### src/msp_pkg.sv
`timescale 1ns / 1ps

package msp_pkg;

   // Buffer geometry
   localparam int MSP_BUF_BYTES = 64;
   localparam int MSP_BYTE_W    = 8;
   localparam int MSP_NUM_BANKS = 8;
   localparam int MSP_BANK_W    = 3;
   localparam int MSP_WIN_BYTES = 5;
   localparam int MSP_WIN_W     = MSP_WIN_BYTES * MSP_BYTE_W;
   localparam int MSP_IDX_W     = 7;
   localparam int MSP_VALUE_W   = 32;
   localparam int MSP_START_W   = 9;
   localparam int MSP_WIDTH_W   = 6;
   localparam int MSP_SHIFT_W   = 6;

   // Request codes
   localparam logic MSP_REQ_READ       = 1'b0;
   localparam logic MSP_REQ_WRITE      = 1'b1;
   localparam logic MSP_ORDER_INTEL    = 1'b0;
   localparam logic MSP_ORDER_MOTOROLA = 1'b1;

   typedef struct packed {
      logic                     req_type;
      logic                     byte_order;
      logic [MSP_START_W-1:0]   start_bit;
      logic [MSP_WIDTH_W-1:0]   field_width;
      logic [MSP_VALUE_W-1:0]   write_value;
   } msp_req_type;

   typedef struct packed {
      logic [MSP_VALUE_W-1:0]   read_value;
      logic                     range_error;
   } msp_rsp_type;

   typedef struct packed {
      logic                     wr_ok;
      logic [MSP_WIN_W-1:0]     wr_window;
   } msp_win_wr_type;

endpackage

### src/msp_bank.sv
`timescale 1ns / 1ps

module msp_bank
   import msp_pkg::*;
#(
   parameter int DEPTH  = MSP_BUF_BYTES / MSP_NUM_BANKS,
   parameter int ADDR_W = (DEPTH > 1) ? $clog2(DEPTH) : 1
) (
   input  logic                  clock,
   input  logic                  reset,
   input  logic                  wr_en,
   input  logic [ADDR_W-1:0]     addr,
   input  logic [MSP_BYTE_W-1:0] wr_data,
   output logic [MSP_BYTE_W-1:0] rd_data
);

   logic [MSP_BYTE_W-1:0] bytes_ff [DEPTH];

   // Clear on reset, update one byte per write beat
   always_ff @(posedge clock) begin
      if (reset) begin
         for (int i = 0; i < DEPTH; i++) begin
            bytes_ff[i] <= '0;
         end
      end else if (wr_en) begin
         bytes_ff[addr] <= wr_data;
      end
   end

   // Read the byte at the window row
   assign rd_data = bytes_ff[addr];

endmodule

### src/msp_field.sv
`timescale 1ns / 1ps

module msp_field
   import msp_pkg::*;
#(
   parameter int BUF_BYTES = MSP_BUF_BYTES
) (
   input  msp_req_type           req,
   input  logic [MSP_WIN_W-1:0]  rd_window,
   output msp_rsp_type           rsp,
   output msp_win_wr_type        win_wr
);

   localparam int unsigned BUF_LIMIT = BUF_BYTES;

   // Reverse byte order of the window: Motorola fields become contiguous
   function automatic logic [MSP_WIN_W-1:0] swap_window(input logic [MSP_WIN_W-1:0] w);
      logic [MSP_WIN_W-1:0] s;
      for (int k = 0; k < MSP_WIN_BYTES; k++) begin
         s[k*MSP_BYTE_W +: MSP_BYTE_W] = w[(MSP_WIN_BYTES-1-k)*MSP_BYTE_W +: MSP_BYTE_W];
      end
      return s;
   endfunction

   logic [2:0]              bit_off;
   logic [5:0]              first_byte;
   logic                    motorola;
   logic                    width_ok;
   logic [6:0]              mot_sum;
   logic [MSP_SHIFT_W-1:0]  shift;
   logic [MSP_SHIFT_W-1:0]  intel_top;
   logic [2:0]              last_k;
   logic [MSP_IDX_W-1:0]    last_byte;
   logic                    fits;
   logic [MSP_VALUE_W-1:0]  mask;
   logic [MSP_WIN_W-1:0]    view;
   logic [MSP_WIN_W-1:0]    view_shr;
   logic [MSP_WIN_W-1:0]    field_mask;
   logic [MSP_WIN_W-1:0]    field_val;
   logic [MSP_WIN_W-1:0]    view_new;
   logic [MSP_VALUE_W-1:0]  extracted;

   // Decode start position and width
   always_comb begin
      bit_off    = req.start_bit[2:0];
      first_byte = req.start_bit[MSP_START_W-1:3];
      motorola   = (req.byte_order == MSP_ORDER_MOTOROLA);
      width_ok   = (req.field_width != '0) &&
                   (req.field_width <= MSP_WIDTH_W'(MSP_VALUE_W));
      // Motorola LSB position in the swapped view: 33 + offset - width
      mot_sum    = 7'd33 + {4'b0, bit_off} - {1'b0, req.field_width};
      intel_top  = {3'b0, bit_off} + req.field_width - MSP_SHIFT_W'(1);
      shift      = motorola ? mot_sum[MSP_SHIFT_W-1:0] : {3'b0, bit_off};
      last_k     = motorola ? (3'(MSP_WIN_BYTES - 1) - shift[5:3]) : intel_top[5:3];
      last_byte  = {1'b0, first_byte} + {4'b0, last_k};
      fits       = width_ok && (32'(last_byte) < BUF_LIMIT);
   end

   // Field mask of 0 to 32 ones
   always_comb begin
      if (req.field_width >= MSP_WIDTH_W'(MSP_VALUE_W)) begin
         mask = '1;
      end else begin
         mask = ~({MSP_VALUE_W{1'b1}} << req.field_width[4:0]);
      end
   end

   // Extract and insert with one shared shift amount
   always_comb begin
      view       = motorola ? swap_window(rd_window) : rd_window;
      view_shr   = view >> shift;
      extracted  = view_shr[MSP_VALUE_W-1:0] & mask;
      field_mask = {8'b0, mask} << shift;
      field_val  = {8'b0, req.write_value & mask} << shift;
      view_new   = (view & ~field_mask) | field_val;
   end

   // Drive result and write-back window
   always_comb begin
      rsp.range_error  = !fits;
      rsp.read_value   = (fits && req.req_type == MSP_REQ_READ) ? extracted : '0;
      win_wr.wr_ok     = fits && (req.req_type == MSP_REQ_WRITE);
      win_wr.wr_window = motorola ? swap_window(view_new) : view_new;
   end

endmodule

### src/message_signal_packer_core.sv
`timescale 1ns / 1ps
// Throughput: one request beat per cycle unless the result register is full
// and rsp_ready is low; each request reads a five-byte window from eight byte
// banks, shifts it once and writes it back as it moves to the result register.
// Reset: synchronous, active high; clears the whole message buffer to zero at
// once and drops any beat in flight.

module message_signal_packer_core
   import msp_pkg::*;
#(
   parameter int BUF_BYTES = MSP_BUF_BYTES
) (
   input  logic                    clock,
   input  logic                    reset,
   input  logic                    req_valid,
   output logic                    req_ready,
   input  logic                    req_type,
   input  logic                    req_byte_order,
   input  logic [MSP_START_W-1:0]  req_start_bit,
   input  logic [MSP_WIDTH_W-1:0]  req_field_width,
   input  logic [MSP_VALUE_W-1:0]  req_write_value,
   output logic                    rsp_valid,
   input  logic                    rsp_ready,
   output logic [MSP_VALUE_W-1:0]  rsp_read_value,
   output logic                    rsp_range_error
);

   localparam int          DEPTH     = (BUF_BYTES + MSP_NUM_BANKS - 1) / MSP_NUM_BANKS;
   localparam int          ADDR_W    = (DEPTH > 1) ? $clog2(DEPTH) : 1;
   localparam int unsigned BUF_LIMIT = BUF_BYTES;

   msp_req_type     in_ff, in_in;
   logic            in_valid_ff, in_valid_in;
   msp_rsp_type     out_ff, out_in;
   logic            out_valid_ff, out_valid_in;
   logic            advance;
   msp_win_wr_type  win_wr;

   logic [MSP_WIN_W-1:0]   rd_window;
   logic [MSP_BYTE_W-1:0]  bank_rd   [MSP_NUM_BANKS];
   logic [MSP_BYTE_W-1:0]  bank_raw  [MSP_NUM_BANKS];
   logic [MSP_BYTE_W-1:0]  wr_byte   [MSP_NUM_BANKS];
   logic [MSP_NUM_BANKS-1:0] bank_we;

   // Handshake
   assign advance   = in_valid_ff && (!out_valid_ff || rsp_ready);
   assign req_ready = !in_valid_ff || advance;

   // Input register
   always_comb begin
      in_in.req_type    = req_type;
      in_in.byte_order  = req_byte_order;
      in_in.start_bit   = req_start_bit;
      in_in.field_width = req_field_width;
      in_in.write_value = req_write_value;
      in_valid_in       = (req_valid && req_ready) || (in_valid_ff && !advance);
   end

   always_ff @(posedge clock) begin
      if (reset) begin
         in_valid_ff <= 1'b0;
      end else begin
         in_valid_ff <= in_valid_in;
      end
   end

   always_ff @(posedge clock) begin
      if (req_valid && req_ready) begin
         in_ff <= in_in;
      end
   end

   // Spread write-back window into per-slot bytes
   always_comb begin
      for (int k = 0; k < MSP_NUM_BANKS; k++) begin
         if (k < MSP_WIN_BYTES) begin
            wr_byte[k] = win_wr.wr_window[k*MSP_BYTE_W +: MSP_BYTE_W];
         end else begin
            wr_byte[k] = '0;
         end
      end
   end

   // Byte banks: bank j holds bytes whose index is j modulo eight
   for (genvar j = 0; j < MSP_NUM_BANKS; j++) begin : g_bank
      logic [MSP_BANK_W-1:0] slot;
      logic [MSP_IDX_W-1:0]  byte_idx;
      logic                  in_use;

      assign slot     = MSP_BANK_W'(j) - in_ff.start_bit[5:3];
      assign byte_idx = {1'b0, in_ff.start_bit[MSP_START_W-1:3]} + {4'b0, slot};
      assign in_use   = (slot < MSP_BANK_W'(MSP_WIN_BYTES)) &&
                        (32'(byte_idx) < BUF_LIMIT);
      assign bank_we[j] = advance && win_wr.wr_ok && in_use;
      assign bank_rd[j] = in_use ? bank_raw[j] : '0;

      msp_bank #(
         .DEPTH  (DEPTH),
         .ADDR_W (ADDR_W)
      ) u_bank (
         .clock   (clock),
         .reset   (reset),
         .wr_en   (bank_we[j]),
         .addr    (ADDR_W'(byte_idx[MSP_IDX_W-1:3])),
         .wr_data (wr_byte[slot]),
         .rd_data (bank_raw[j])
      );
   end

   // Gather the five-byte window starting at the first byte
   always_comb begin
      for (int k = 0; k < MSP_WIN_BYTES; k++) begin
         rd_window[k*MSP_BYTE_W +: MSP_BYTE_W] =
            bank_rd[in_ff.start_bit[5:3] + MSP_BANK_W'(k)];
      end
   end

   msp_field #(
      .BUF_BYTES (BUF_BYTES)
   ) u_field (
      .req       (in_ff),
      .rd_window (rd_window),
      .rsp       (out_in),
      .win_wr    (win_wr)
   );

   // Result register
   assign out_valid_in = advance || (out_valid_ff && !rsp_ready);

   always_ff @(posedge clock) begin
      if (reset) begin
         out_valid_ff <= 1'b0;
      end else begin
         out_valid_ff <= out_valid_in;
      end
   end

   always_ff @(posedge clock) begin
      if (advance) begin
         out_ff <= out_in;
      end
   end

   assign rsp_valid       = out_valid_ff;
   assign rsp_read_value  = out_ff.read_value;
   assign rsp_range_error = out_ff.range_error;

   // Checks
   a_err_zero: assert property (@(posedge clock) disable iff (reset)
      rsp_valid && rsp_range_error |-> rsp_read_value == '0)
      else $error("range error beat carries nonzero value");

   a_stall_full: assert property (@(posedge clock) disable iff (reset)
      !req_ready |-> in_valid_ff && out_valid_ff && !rsp_ready)
      else $error("request stalled while pipeline can move");

   a_write_gated: assert property (@(posedge clock) disable iff (reset)
      (|bank_we) |-> advance && in_ff.req_type == MSP_REQ_WRITE && !out_in.range_error)
      else $error("buffer written outside a good write");

   a_adv_result: assert property (@(posedge clock) disable iff (reset)
      advance |=> rsp_valid)
      else $error("processed beat produced no result");

endmodule
### config.mk
export PLATFORM = sky130hd
export DESIGN_NAME = message_signal_packer_core
export DESIGN_NICKNAME = d
export VERILOG_FILES = /design/src/msp_pkg.sv /design/src/msp_bank.sv /design/src/msp_field.sv /design/src/message_signal_packer_core.sv
export SDC_FILE = /design/constraint.sdc
export NUM_CORES = 2
export LEC_CHECK = 0
export BUFFER_PORTS_ARGS = -buffer_cell sky130_fd_sc_hd__clkbuf_2
export CAP_MARGIN = 15
export CORE_ASPECT_RATIO = 0.9
export CORE_MARGIN = 1.5
export CORE_UTILIZATION = 30
export DETAILED_ROUTE_END_ITERATION = 10
export PLACE_DENSITY_LB_ADDON = 0.3
export SLEW_MARGIN = 10
export SYNTH_ARGS = -nofsm -noshare
export SYNTH_HDL_FRONTEND = slang
export SYNTH_SLANG_ARGS = --single-unit
### constraint.sdc
create_clock -name clock -period 8.8 [get_ports clock]
set_clock_uncertainty 0.05 [all_clocks]
set_input_delay 0.44 -clock clock [delete_from_list [all_inputs] [get_ports clock]]
set_output_delay 0.44 -clock clock [all_outputs]
set_load 0.005 [all_outputs]
==> impl_metrics.py <==
metrics = {
    "power_and_ir_drop": {
        "swShare_pct": 40.6,
        "seq_power_share_pct": 32.9,
        "p_leak_nw": 16.9,
        "p_sw_mw": 4.05,
        "power_mw": 9.96,
        "pwr-share-comb_pct": 38.6,
        "ir_drop_mv": 0.121,
        "p_per_area_nw_per_um2": 204,
        "power.internal_mw": 5.91,
        "p_clk_share_pct": 28.5,
    },
    "yosys": {
        "yosys_most_used_dff": "edfxtp_1",
        "synthAdderAreaFrac_pct": 1.20,
        "synth_top_area_share_pct": 41.3,
        "synth-seq-cells": 596,
        "synth.most_common_cell": "nor2_1",
        "synth_area_um2": 43200,
        "synthXorXnorAreaFrac_pct": 0.704,
        "synth_nets": 4719,
        "post-synth-top-area-cell": "edfxtp_1",
        "synth_compound_area_share_pct": 23.3,
        "synthMuxAreaShare_pct": 9.21,
        "yosys.area_share.simple_pct": 20.2,
        "syn_inst": 4626,
        "yosysSeqAreaShare_pct": 41.4,
        "async_flop_share_pct": 0,
        "synth.avg_cell_area_um2": 9.33,
        "ys_types": 119,
        "yosysWarnings": 0,
        "synth_common_cells": "nor2_1, edfxtp_1, nand2_1",
        "synth_edf_count": 594,
        "synth_top_family_by_area": "compound AO/OA/AOI/OAI gates",
        "synthTopCellsByArea": "edfxtp_1, nor2_1, mux2i_1, nand2_1, mux4_2",
    },
    "floorplanning": {
        "start_util_pct": 30.3,
        "rows": 131,
        "die_x_um": 403,
        "die_h_um": 363,
        "core_area_um2": 142000,
        "die_area_um2": 146000,
        "boundaryPins": 88,
    },
    "grt": {
        "antenna_found_initial": 9,
        "grt_pass1_wl_um": 295000,
        "grt_max_degree": 103,
        "grt_remaining_overflow": 0,
        "grt_pass1_vias": 39286,
        "grtUsageTotal_pct": 27.6,
    },
    "finish": {
        "drive_gt1_share_pct": 13.4,
        "instances_no_fill": 6594,
        "utilization_pct": 34.3,
        "fillCellCount": 14594,
        "syn_to_final_growth_pct": 13.1,
        "fin_nets": 4770,
    },
    "sta": {
        "setup_tns_ns": 0,
        "tightest_slew_ns": 1.24,
        "period_share_pct": 89.6,
        "whs_ns": 0.0855,
        "hold_viol": 0,
        "max-slew-margin-rel_pct": 17.1,
        "rsz0062_at_grt": "no",
        "drv_slew": 0,
        "max_freq_mhz": 127,
        "setup_viol": 0,
        "period_minus_slack_ns": 7.89,
    },
    "setup_path": {
        "worstSetupEndpoint": "rsp_read_value[21]",
        "crit_chain": "inv_2 > ha_1 > xor2_1 > mux2i_1 > a21oi_1 > a221o_1 > a211oi_1 > a31oi_1 > mux2_2 > a311oi_1 > nand4_1 > nor2_1 > a21o_1 > o211ai_1 > a2111oi_2",
        "slowest_stage": "a211oi_1",
        "critical_path.max_fanout": 17,
        "worstSetupStartpoint": "in_ff[43]",
        "max_stage_delay_ns": 1.02,
        "end_kind": "flip-flop",
        "cp.required_ns": 9.22,
        "r2r_slack_ns": 0.91,
        "path_buf_inv": 1,
        "crit_cells": 15,
        "reg2reg_depth": 15,
        "rr_endpoint": "rsp_read_value[21]",
        "worstSetupPathType": "flip-flop to flip-flop",
        "r2r_start": "in_ff[43]",
        "cp-start-kind": "flip-flop",
        "crit_family": "compound AO/OA/AOI/OAI gates",
        "critPathArrivalTime_ns": 8.31,
    },
    "cts": {
        "clkSinkCount": 596,
        "numCtsBuffers": 69,
        "clock_latency_ns": 0.70,
        "path_clk_slew_ns": 0.06,
        "cts_max_level": 3,
        "clock_path_buffers": 3,
        "cts_setup_buffers": 0,
        "cts_tree": "yes",
        "clk_root_buffer_cell": "clkbuf_16",
        "ctsHoldBuffers": 49,
        "cts_resized": 0,
    },
    "route": {
        "viasPerCell": 6.45,
        "first_iter_violations": 6431,
        "avgRoutedWirePerCell_um": 31.6,
        "vias": 42500,
        "wl_um": 208000,
        "drc": 0,
        "drtPass1Iterations": 9,
        "postRouteAntennaNets": 0,
    },
    "min_path": {
        "holdCritPathClass": "primary input to flip-flop",
    },
    "placed_design": {
        "place.gp.congestion": 1.04,
        "dp_cells": 6419,
        "hpwl_um": 156000,
        "portBuffers": 87,
    },
    "run_status": {
        "outcome": "finished, final reports clean",
    },
    "flow_run": {
        "drv_cap": 0,
    },
}
## per-stage QoR
step	setup slack, ns	area (µm²)
after floorplan	1.47	43200
after global placement	1.28	46100
after detailed placement	1.31	46100
after CTS	1.29	48800
after global routing	0.936	48800
final	0.911	48800
## sequential cells by signal, indices dropped and copies added, names as in the netlist
signal and flops:
g_bank.u_bank.bytes_ff 512, in_ff 49, rsp_read_value 32, rsp_valid 1, in_valid_ff 1, rsp_range_error 1
## layout make-up
cell class              count  area, µm²  share of cell area [%]
flip-flops and latches    596      17900                    36.6
clock buffers              80       1790                    3.67
multi-input cells        3604      23700                    48.7
clock inverters            42        369                   0.756
inverters                  79        299                   0.613
diodes                      4       10.0                  0.0205
well taps                1862       2330                    4.77
repair buffers            327       2380                    4.89
## power groups by stage
| stage | registers (mW) | logic, mW | clock network [mW] |
|---|---|---|---|
| finish | 3.28 | 3.84 | 2.84 |
| global route | 3.29 | 3.92 | 2.98 |
| CTS | 3.28 | 3.66 | 2.89 |
| detailed placement | 3.34 | 3.62 | 0 |
| global placement | 3.33 | 3.64 | 0 |
| floorplan | 3.32 | 2.10 | 0 |
## worst min-delay path by stage
stage                           startpoint           to  cells past startpoint
final                     req_start_bit[4]    in_ff[42]                      1
after global routing      req_start_bit[4]    in_ff[42]                      1
after CTS                 req_start_bit[4]    in_ff[42]                      1
after detailed placement       in_valid_ff  in_valid_ff                      2
after global placement         in_valid_ff  in_valid_ff                      2
after floorplan                in_valid_ff    rsp_valid                      2
## per-layer routing
| metal | up-vias | track usage (%) | wire length [µm] |
|---|---|---|---|
| met5 | - | 0 | 32 |
| met4 | 8 | 9.32 | 7460 |
| met3 | 436 | 8.69 | 26200 |
| met2 | 2696 | 39.3 | 85700 |
| met1 | 21292 | 39.0 | 88900 |
| li1 | 18068 | - | - |
## cells by family (layout without fill, tap and decap cells)
family,after synthesis,count (layout)
compound gates,1349,1349
flops,596,596
xor+xnor,33,33
fa+ha+maj,41,41
other cells,0,4
simple gates,1866,1866
mux,315,315
buf+inv,426,528
## cell usage in the layout, fill, tap and decap left out, drive strengths merged, types with 37 or more instances in the layout
| cell | count |
|---|---|
| nor3 | 169 |
| nand4 | 50 |
| nand2 | 420 |
| buf | 191 |
| nor2b | 70 |
| a22oi | 47 |
| o32ai | 37 |
| nor2 | 717 |
| a31oi | 53 |
| a211oi | 80 |
| a2111oi | 40 |
| ha | 39 |
| o21ai | 204 |
| a221oi | 70 |
| a21oi | 192 |
| inv | 85 |
| dlygate4sd3 | 49 |
| mux2 | 60 |
| mux2i | 196 |
| nand3 | 113 |
| mux4 | 59 |
| clkbuf | 167 |
| edfxtp | 594 |
| nand2b | 104 |
| o211ai | 68 |
| o22ai | 90 |
Note: power is estimated with default switching activity, not from simulation.
